**src/sv/sis_pkg.sv**
```systemverilog
`default_nettype none

package sis_pkg;

  // Per-cycle command broadcast from the controller to every cell
  typedef struct packed {
    logic ins;  // insert the broadcast value into the chain
    logic pop;  // shift the chain one place towards cell 0
  } sis_ctrl_t;

endpackage

`default_nettype wire

```
**src/sv/sis_cell.sv**
```systemverilog
`default_nettype none

module sis_cell #(
  parameter int DATA_WIDTH = 32
) (
  input  wire                    clk,
  input  wire sis_pkg::sis_ctrl_t ctrl,
  input  wire                    occ,
  input  wire  [DATA_WIDTH-1:0]  new_value,
  input  wire  [DATA_WIDTH-1:0]  left_value,
  input  wire                    left_gt,
  input  wire  [DATA_WIDTH-1:0]  right_value,
  output logic [DATA_WIDTH-1:0]  value,
  output logic                   gt
);

  logic [DATA_WIDTH-1:0] value_r;
  logic [DATA_WIDTH-1:0] value_nxt;

  // An empty cell counts as greater than anything, so it takes part in the shift
  assign gt    = !occ || ($signed(value_r) > $signed(new_value));
  assign value = value_r;

  // Take the new value at the insertion point, the left neighbour beyond it; on a pop, the right neighbour
  always_comb begin
    value_nxt = value_r;
    if (ctrl.ins && gt) begin
      if (left_gt) begin
        value_nxt = left_value;
      end else begin
        value_nxt = new_value;
      end
    end else if (ctrl.pop) begin
      value_nxt = right_value;
    end
  end

  always_ff @(posedge clk) begin
    value_r <= value_nxt;
  end

endmodule

`default_nettype wire

```
**config.mk**
```make
export PLATFORM = sky130hd
export DESIGN_NAME = sis_cell
export DESIGN_NICKNAME = d
export VERILOG_FILES = /design/src/sv/sis_pkg.sv /design/src/sv/sis_cell.sv
export SDC_FILE = /design/constraint.sdc
export NUM_CORES = 1
export LEC_CHECK = 0
export BUFFER_PORTS_ARGS = -buffer_cell sky130_fd_sc_hd__buf_2
export CORE_ASPECT_RATIO = 0.8
export CORE_MARGIN = 4
export CORE_UTILIZATION = 30
export DETAILED_ROUTE_END_ITERATION = 6
export SETUP_SLACK_MARGIN = 0.15
export SYNTH_ARGS = -nofsm -noshare
export SYNTH_HDL_FRONTEND = slang
export SYNTH_SLANG_ARGS = --single-unit
```
**constraint.sdc**
```tcl
create_clock -name clk -period 4.9 [get_ports clk]
set_clock_uncertainty 0.15 [all_clocks]
set_input_delay 0.245 -clock clk [delete_from_list [all_inputs] [get_ports clk]]
set_output_delay 0.245 -clock clk [all_outputs]
set_load 0.01 [all_outputs]
```
## Word level (Yosys, flattened, before mapping)

Cells that the tools add are included.
W data, S select, Z words.

| operators by class | value |
|---|---|
| $lt $le $gt $ge | 1 |
| mux-type cells | 3 |
| reductions and logical operators | 4 |

Operators by type and width:

| kind | count |
|---|---|
| $mux W32 | 3 |
| $gt A32 B32 Y1 | 1 |
| $reduce_bool A2 Y1 | 1 |
| $logic_and A1 B1 Y1 | 1 |
| $logic_not A1 Y1 | 1 |
| $logic_or A1 B1 Y1 | 1 |

| storage, ports and cells | value |
|---|---|
| register bits after elaboration | 32 |
| output and inout port bits | 33 |
| logic and storage cells | 9 |

## Logic depth before layout (Yosys ltp)

Gate-level depths: netlist (run 1).

| logic depth | value |
|---|---|
| depth in word-level cells | 4 |
| gate-level depth with buffers | 10 |
| depth with buffers taken out | 9 |

## Worst setup path after synthesis (run 1)

Ideal clock, no wire load.

| timing | value |
|---|---|
| path type | register to register |
| start point | reg value_r[31], in the netlist value[31] |
| end point | reg value_r[0], in the netlist value[0] (enable) |
| data arrival time | 2.883 ns |
| required time | 4.420 ns |
| slack | 1.537 ns |
| cell stages (with the launch flop) | 10 |
| path buffers | 1 |
| clock period less this slack | 3.363 ns |
| cells stage by stage | edfxtp_1 > ha_1 > nand4_1 > or4_4 > nand2b_4 > and3_4 > a2bb2oi_2 > o311ai_4 > buf_6 > or2_2 |

| between the ends | value |
|---|---|
| cells in the longest elaborated chain, start to end | 4 |

Ends and longest elaborated chain:

| item | line | source |
|---|---|---|
| start: declaration | sis_cell.sv:17 | `logic [DATA_WIDTH-1:0] value_r;` |
| start signal: assignment | sis_cell.sv:39 | `value_r <= value_nxt;` |
| $gt A32 B32 Y1 | sis_cell.sv:21 | `assign gt = !occ \|\| ($signed(value_r) > $signed(new_value));` |
| $logic_or A1 B1 Y1 | sis_cell.sv:21 |  |
| $logic_and A1 B1 Y1 | sis_cell.sv:27 | `if (ctrl.ins && gt) begin` |
| $reduce_bool A2 Y1 (no line) | - |  |

Every way passes these cells.
A chain may end at the register's enable or synchronous reset.

## Final worst setup path (run 1)

| timing | value |
|---|---|
| start point | reg value_r[31], in the netlist value[31] |
| end point | reg value_r[1], in the netlist value[1] (data pin) |

| between the ends | value |
|---|---|
| cells in the longest elaborated chain, start to end | 4 |

Ends and longest elaborated chain:

| item | line | source |
|---|---|---|
| $gt A32 B32 Y1 | sis_cell.sv:21 |  |
| $logic_or A1 B1 Y1 | sis_cell.sv:21 |  |
| $logic_and A1 B1 Y1 | sis_cell.sv:27 |  |
| $mux W32 | sis_cell.sv:27 |  |
| named net value_nxt[1] | sis_cell.sv:18 | `logic [DATA_WIDTH-1:0] value_nxt;` |

The timed path passes the listed nets, and every way through them passes these cells.

==> metrics.cfg, run 1 <==
[status]
outcome=finished clean

[setup_path]
r2r_cells=8
critPathRequiredTime_ns=4.78
crit_type=flop to flop
crit_arrival_ns=3.29
rrSetupSlack_ns=1.49
start_kind=flop
critPathCaptureType=flop
critPathMaxFanout=32

[sta]
min_period_ns=3.41
slew_viol_final=0
rsz0062_at_grt=false
timing.setup.tns_ns=0
worstMarginPinSlew_ns=0.918
setup_violations=0
fin_crit_sh=0.696
hold_violations=0
slew_headroom=0.388
clock.fmax_mhz=293

[drt]
drt_first_pass_iters=4
finalWirelength_mm=6.78
vias=2280
drc_errors=0
wire_per_inst_um=13.4
drtIter0Drc=53
drt.antenna.violating_nets=0
vias_per_cell=4.50

[layout]
fillerInstances=869
seqCellArea_um2=961
fin_area_um2=3510
multi_input_comb_area_um2=1520
largest_reg_flops=32
drive_gt1_frac=0.453
fin_nets=527
diodes=0
utilization=0.408
syn2layout_area_growth_pct=31.1

[global_routing]
grt_first_pass_wirelength_mm=10.6
grt_overflow_total=0
antenna_found_initial=0
grt_max_degree=64
grt_use_total=0.125
grt_pass1_vias=2279

[floorplan]
core_um2=8600
initial_core_util=0.311
ios=134
die_width_um=114
die_h_um=92.5
fp.dieArea_um2=10500
rows=30

[clock_tree]
cts_hold_buf=0
htree_levels=2
cts_resized=0
cts_tree=yes
cts_buffer_depth=2
cts_sinks=32
clk_pin_slew_ns=0.07
clk_latency_ns=0.28
postCtsSetupBuffers=0
cts_made_buffers=5
cts-root-buf=clkbuf_8

[worst_hold_path]
hold_depth=2
hold_class=input pin to flop

[placement]
port-buffer-count=133
hpwl_mm=5.49
placed_area_um2=3430
gp_congestion=0.808

[power_and_ir_drop]
peakVddDrop_v=0.000122
power.total_mw=1.07
powerDensity_nw_per_um2=306
p_leak_nw=1.81

[synth]
synth.avg_cell_area_um2=10.2
synthArstFlopShare=0
synth_top_area_share=0.359
synth.most_common_cell=nand2_1
yosys_warnings=0
syn_area_um2=2680
synth_top_cell_by_area=edfxtp_1
synth.distinct_cells=29
yosys_most_used_dff=edfxtp_1
synthTopCellsByCount=nand2_1 (40), inv_1 (35), o21ai_0 (35)
synth_edf_count=32
synth_seq_cells=32
yosysSeqAreaShare=0.359
synth_nets=396
synthCells=263
synthTopCellsByArea=edfxtp_1 (36%), mux2_4 (16%), ha_1 (15%)

[run]
drv_cap=0

per-layer routing:
layer  up-vias  wire length, um  track usage
met5         -                0            0
met4         0               31       0.0210
met3         5              530       0.0300
met2        75             3030        0.205
met1       999             3190        0.168
li1       1201                -            -
area by class of cell:
class / instances / share of cell area
flip-flops and latches: 32 / 0.274
well taps: 112 / 0.0399
inverters: 35 / 0.0374
repair buffers: 134 / 0.192
multi-input cells: 186 / 0.434
clock inverters: 1 / 0.00107
clock buffers: 7 / 0.0218
report_power, final:
part           switching [mW]  leakage [nW]  internal [mW]
sequential             0.0326         0.327          0.383
clock                  0.0954        0.0399         0.0989
combinational           0.232          1.44          0.231
total                   0.360          1.81          0.713
worst max-delay path: stages, from the launching register on:
cell and delay (ns):
edfxtp_1 0.39, ha_1 0.42, nand4_1 0.19, or4_4 0.58, nor3_1 0.24, o21ai_1 0.14
o311ai_4 0.10, buf_4 0.53, mux2_2 0.40
cell usage in the layout, fill, tap and decap left out, drive strengths merged:
| cell | netlist | final |
|---|---|---|
| a21bo | 1 | 1 |
| a21o | 1 | 1 |
| a21oi | 16 | 16 |
| a221oi | 1 | 1 |
| a2bb2oi | 1 | 1 |
| and3 | 1 | 1 |
| buf | 4 | 134 |
| clkbuf | 6 | 7 |
| clkinv | 0 | 1 |
| edfxtp | 32 | 32 |
| ha | 32 | 32 |
| inv | 35 | 35 |
| mux2 | 33 | 33 |
| nand2 | 40 | 40 |
| nand2b | 1 | 1 |
| nand3 | 3 | 3 |
| nand4 | 8 | 8 |
| nor2b | 1 | 1 |
| nor3 | 3 | 3 |
| nor4 | 1 | 1 |
| o211ai | 2 | 2 |
| o21a | 1 | 1 |
| o21ai | 36 | 36 |
| o311ai | 1 | 1 |
| or2 | 1 | 1 |
| or3 | 1 | 1 |
| or4 | 1 | 1 |
path summary, 6_finish.rpt:
kind	start	end
worst max-delay path	value[31]$_DFFE_PP_	value[1]$_DFFE_PP_
worst min-delay path	right_value[23]	value[23]$_DFFE_PP_
worst max register to register	value[31]$_DFFE_PP_	value[1]$_DFFE_PP_
worst min register to register	value[31]$_DFFE_PP_	value[28]$_DFFE_PP_
per-stage QoR:
stage               worst slack [ns]  hold slack (ns)  cells
finish                          1.49            0.112    507
floorplan                       1.54            0.313    263
global route                    1.23            0.104    507
CTS                             1.46            0.104    507
global placement                1.63            0.399    499
detailed placement              1.47            0.399    499
logic make-up after synthesis:
| kind of cell | count (synthesis) | share of synthesized area |
|---|---|---|
| muxes | 33 | 0.180 |
| and+or+nand+nor | 61 | 0.109 |
| buffers and inverters | 45 | 0.0720 |
| AOI/OAI and AO/OA | 60 | 0.131 |
| adders and majority gates | 32 | 0.150 |
| DFF | 32 | 0.359 |
No activity file was read; power rests on OpenSTA's default activity.
==> inputs of run 2 (changes only) <==
==> constraint.sdc (replaced) <==
create_clock -name clk -period 3.2 [get_ports clk]
set_clock_uncertainty 0.15 [all_clocks]
set_input_delay 0.16 -clock clk [delete_from_list [all_inputs] [get_ports clk]]
set_output_delay 0.16 -clock clk [all_outputs]
set_load 0.01 [all_outputs]
==> metrics.cfg, run 2 (synthesized netlist as in run 1, its figures left out) <==
[drt]
drt.antenna.violating_nets=0  ; unchanged
vias_per_cell=4.57  ; +1.7%
finalWirelength_mm=7.33  ; +8.1%
vias=2346  ; +2.9%
drt_first_pass_iters=4  ; unchanged
wire_per_inst_um=14.3  ; +6.8%
drc_errors=0  ; unchanged
drtIter0Drc=58  ; +9.4%

[power_and_ir_drop]
peakVddDrop_v=0.000155  ; +28%
pwr-share-seq=0.375  ; -0.012
netSwitchingPower_mw=0.574  ; +59%
powerDensity_nw_per_um2=470  ; +54%
power.total_mw=1.70  ; +58%
intPower_mw=1.12  ; +57%
switching_share=0.339  ; +0.00289
p_leak_nw=1.84  ; +2.0%
comb_power_share=0.448  ; +0.016
clockPowerShare=0.177  ; -0.004

[clock_tree]
htree_levels=2  ; unchanged
clk_latency_ns=0.28  ; about the same
cts_sinks=32  ; unchanged
cts_buffer_depth=2  ; unchanged
cts-root-buf=clkbuf_8
cts_made_buffers=5  ; unchanged
clk_pin_slew_ns=0.07  ; about the same
cts_tree=yes

[worst_hold_path]
hold_depth=2  ; unchanged
holdPathEnd=value[18]$_DFFE_PP_
hp-start=right_value[18]
hold_class=input pin to flop

[sta]
holdWs_ns=0.0290  ; -0.0831 ns
timing.setup.tns_ns=0  ; unchanged
fin_ws_ns=0.157  ; -1.33 ns
hold_violations=0  ; unchanged
fin_crit_sh=0.951  ; +0.255
min_period_ns=3.04  ; -0.367 ns
slew_headroom=0.572  ; +0.183
worstMarginPinSlew_ns=0.643  ; -0.275 ns
setup_violations=0  ; unchanged
clock.fmax_mhz=329  ; +12%
rsz0062_at_grt=true
slew_viol_final=0  ; unchanged

[layout]
largest_reg_flops=32  ; unchanged
fillerInstances=873  ; +0.46%
drive_gt1_frac=0.466  ; +0.0132
final_cell_mix=buf_2 (133), nand2_1 (40), inv_1 (35), o21ai_0 (35), edfxtp_1 (32)
fin_nets=533  ; +1.1%
diodes=0  ; unchanged
syn2layout_area_growth_pct=34.8
final_common_cell=buf_2
utilization=0.420  ; +0.0115

[floorplan]
core_um2=8600  ; unchanged
die_h_um=92.5  ; unchanged
initial_core_util=0.311  ; unchanged
die_width_um=114  ; unchanged
ios=134  ; unchanged
rows=30  ; unchanged
fp.dieArea_um2=10500  ; unchanged

[setup_path]
crit_type=flop to flop
rr_startpoint=value[27]$_DFFE_PP_
rrSetupSlack_ns=0.16  ; -1.33 ns
critPathRequiredTime_ns=3.08  ; -1.70 ns
r2r_cells=9  ; +1
critPathMaxFanout=16  ; -50%
start_kind=flop
critPathCaptureType=flop
crit_arrival_ns=2.92  ; -0.37 ns
r2r-end=value[15]$_DFFE_PP_

[global_routing]
grt_max_degree=42  ; -34%
grt_pass1_vias=2443  ; +7.2%
grt_first_pass_wirelength_mm=11.6  ; +8.8%
grt_use_total=0.136  ; +0.0112
antenna_found_initial=0  ; unchanged
grt_overflow_total=0  ; unchanged

[placement]
port-buffer-count=133  ; unchanged
gp_congestion=0.764  ; -5.3%
place_ws_ns=0.0777  ; -1.39 ns
hpwl_mm=5.93  ; +8.1%

[status]
outcome=finished clean

[run]
drv_cap=0  ; unchanged

-- run 2: cell types whose count changed in the layout (fill, tap and decap cells not counted) --
cell	change
or2_4	+2
or2_2	-1
ha_1	-2
buf_4	+3
buf_12	+2
ha_4	+2
-- run 2: layout make-up --
cell class / instances / area (um2) / share of cell area
multi-input cells: 187 / 1560 / 0.432
flip-flops and latches: 32 / 961 / 0.266
repair buffers: 139 / 736 / 0.204
well taps: 112 / 140 / 0.0388
inverters: 35 / 131 / 0.0364
clock buffers: 7 / 76.3 / 0.0212
clock inverters: 1 / 3.75 / 0.00104
-- run 2: per-stage QoR --
| step | cell area, um2 | instances |
|---|---|---|
| global placement | 3490 | 502 |
| CTS | 3590 | 511 |
| global route | 3610 | 513 |
| detailed placement | 3490 | 502 |
| floorplan | 2700 | 263 |
| finish | 3610 | 513 |
-- run 2: power groups by stage --
stage | Clock (mW) | Combinational (mW) | Sequential [mW]
6_report | 0.300 | 0.759 | 0.636
5_1_grt | 0.335 | 0.847 | 0.649
3_5_place_dp | 0 | 0.753 | 0.647
3_3_place_gp | 0 | 0.740 | 0.641
4_1_cts | 0.317 | 0.764 | 0.639
2_1_floorplan | 0 | 0.449 | 0.686
-- run 2: worst max path at each step --
stage / slack (ns) / endpoint / from / cells after the start
detailed placement: 0.08 / value[31]$_DFFE_PP_ / value[27]$_DFFE_PP_ / 8
global route: 0.07 / value[27]$_DFFE_PP_ / value[27]$_DFFE_PP_ / 9
floorplan: 0.15 / value[0]$_DFFE_PP_ / value[27]$_DFFE_PP_ / 9
finish: 0.16 / value[15]$_DFFE_PP_ / value[27]$_DFFE_PP_ / 9
global placement: 0.12 / value[0]$_DFFE_PP_ / value[26]$_DFFE_PP_ / 8
CTS: 0.15 / value[29]$_DFFE_PP_ / value[31]$_DFFE_PP_ / 8
-- run 2: what timing repair did --
item,4_1_cts,5_1_grt
buffers inserted,1,1
endpoints found under the hold margin,0,0
hold buffers,0,0
setup endpoints to repair,48,65
gates resized for setup,2,2
pin swaps,0,3
gates cloned,0,1
-- run 2: worst max-delay path: stages (launching register included) --
cell and delay, ns:
edfxtp_1 0.43, ha_4 0.30, nand4_1 0.15, or4_4 0.57, nand2b_4 0.16, and3_4 0.18
a2bb2oi_2 0.17, o311ai_4 0.17, buf_12 0.21, mux2_4 0.31
-- run 2: metal layers --
| layer | vias to the layer above | wire (um) | track usage |
|---|---|---|---|
| li1 | 1214 | - | - |
| met4 | 0 | 13 | 0.0210 |
| met3 | 2 | 577 | 0.0398 |
| met5 | - | 0 | 0 |
| met1 | 1054 | 3440 | 0.179 |
| met2 | 76 | 3290 | 0.225 |
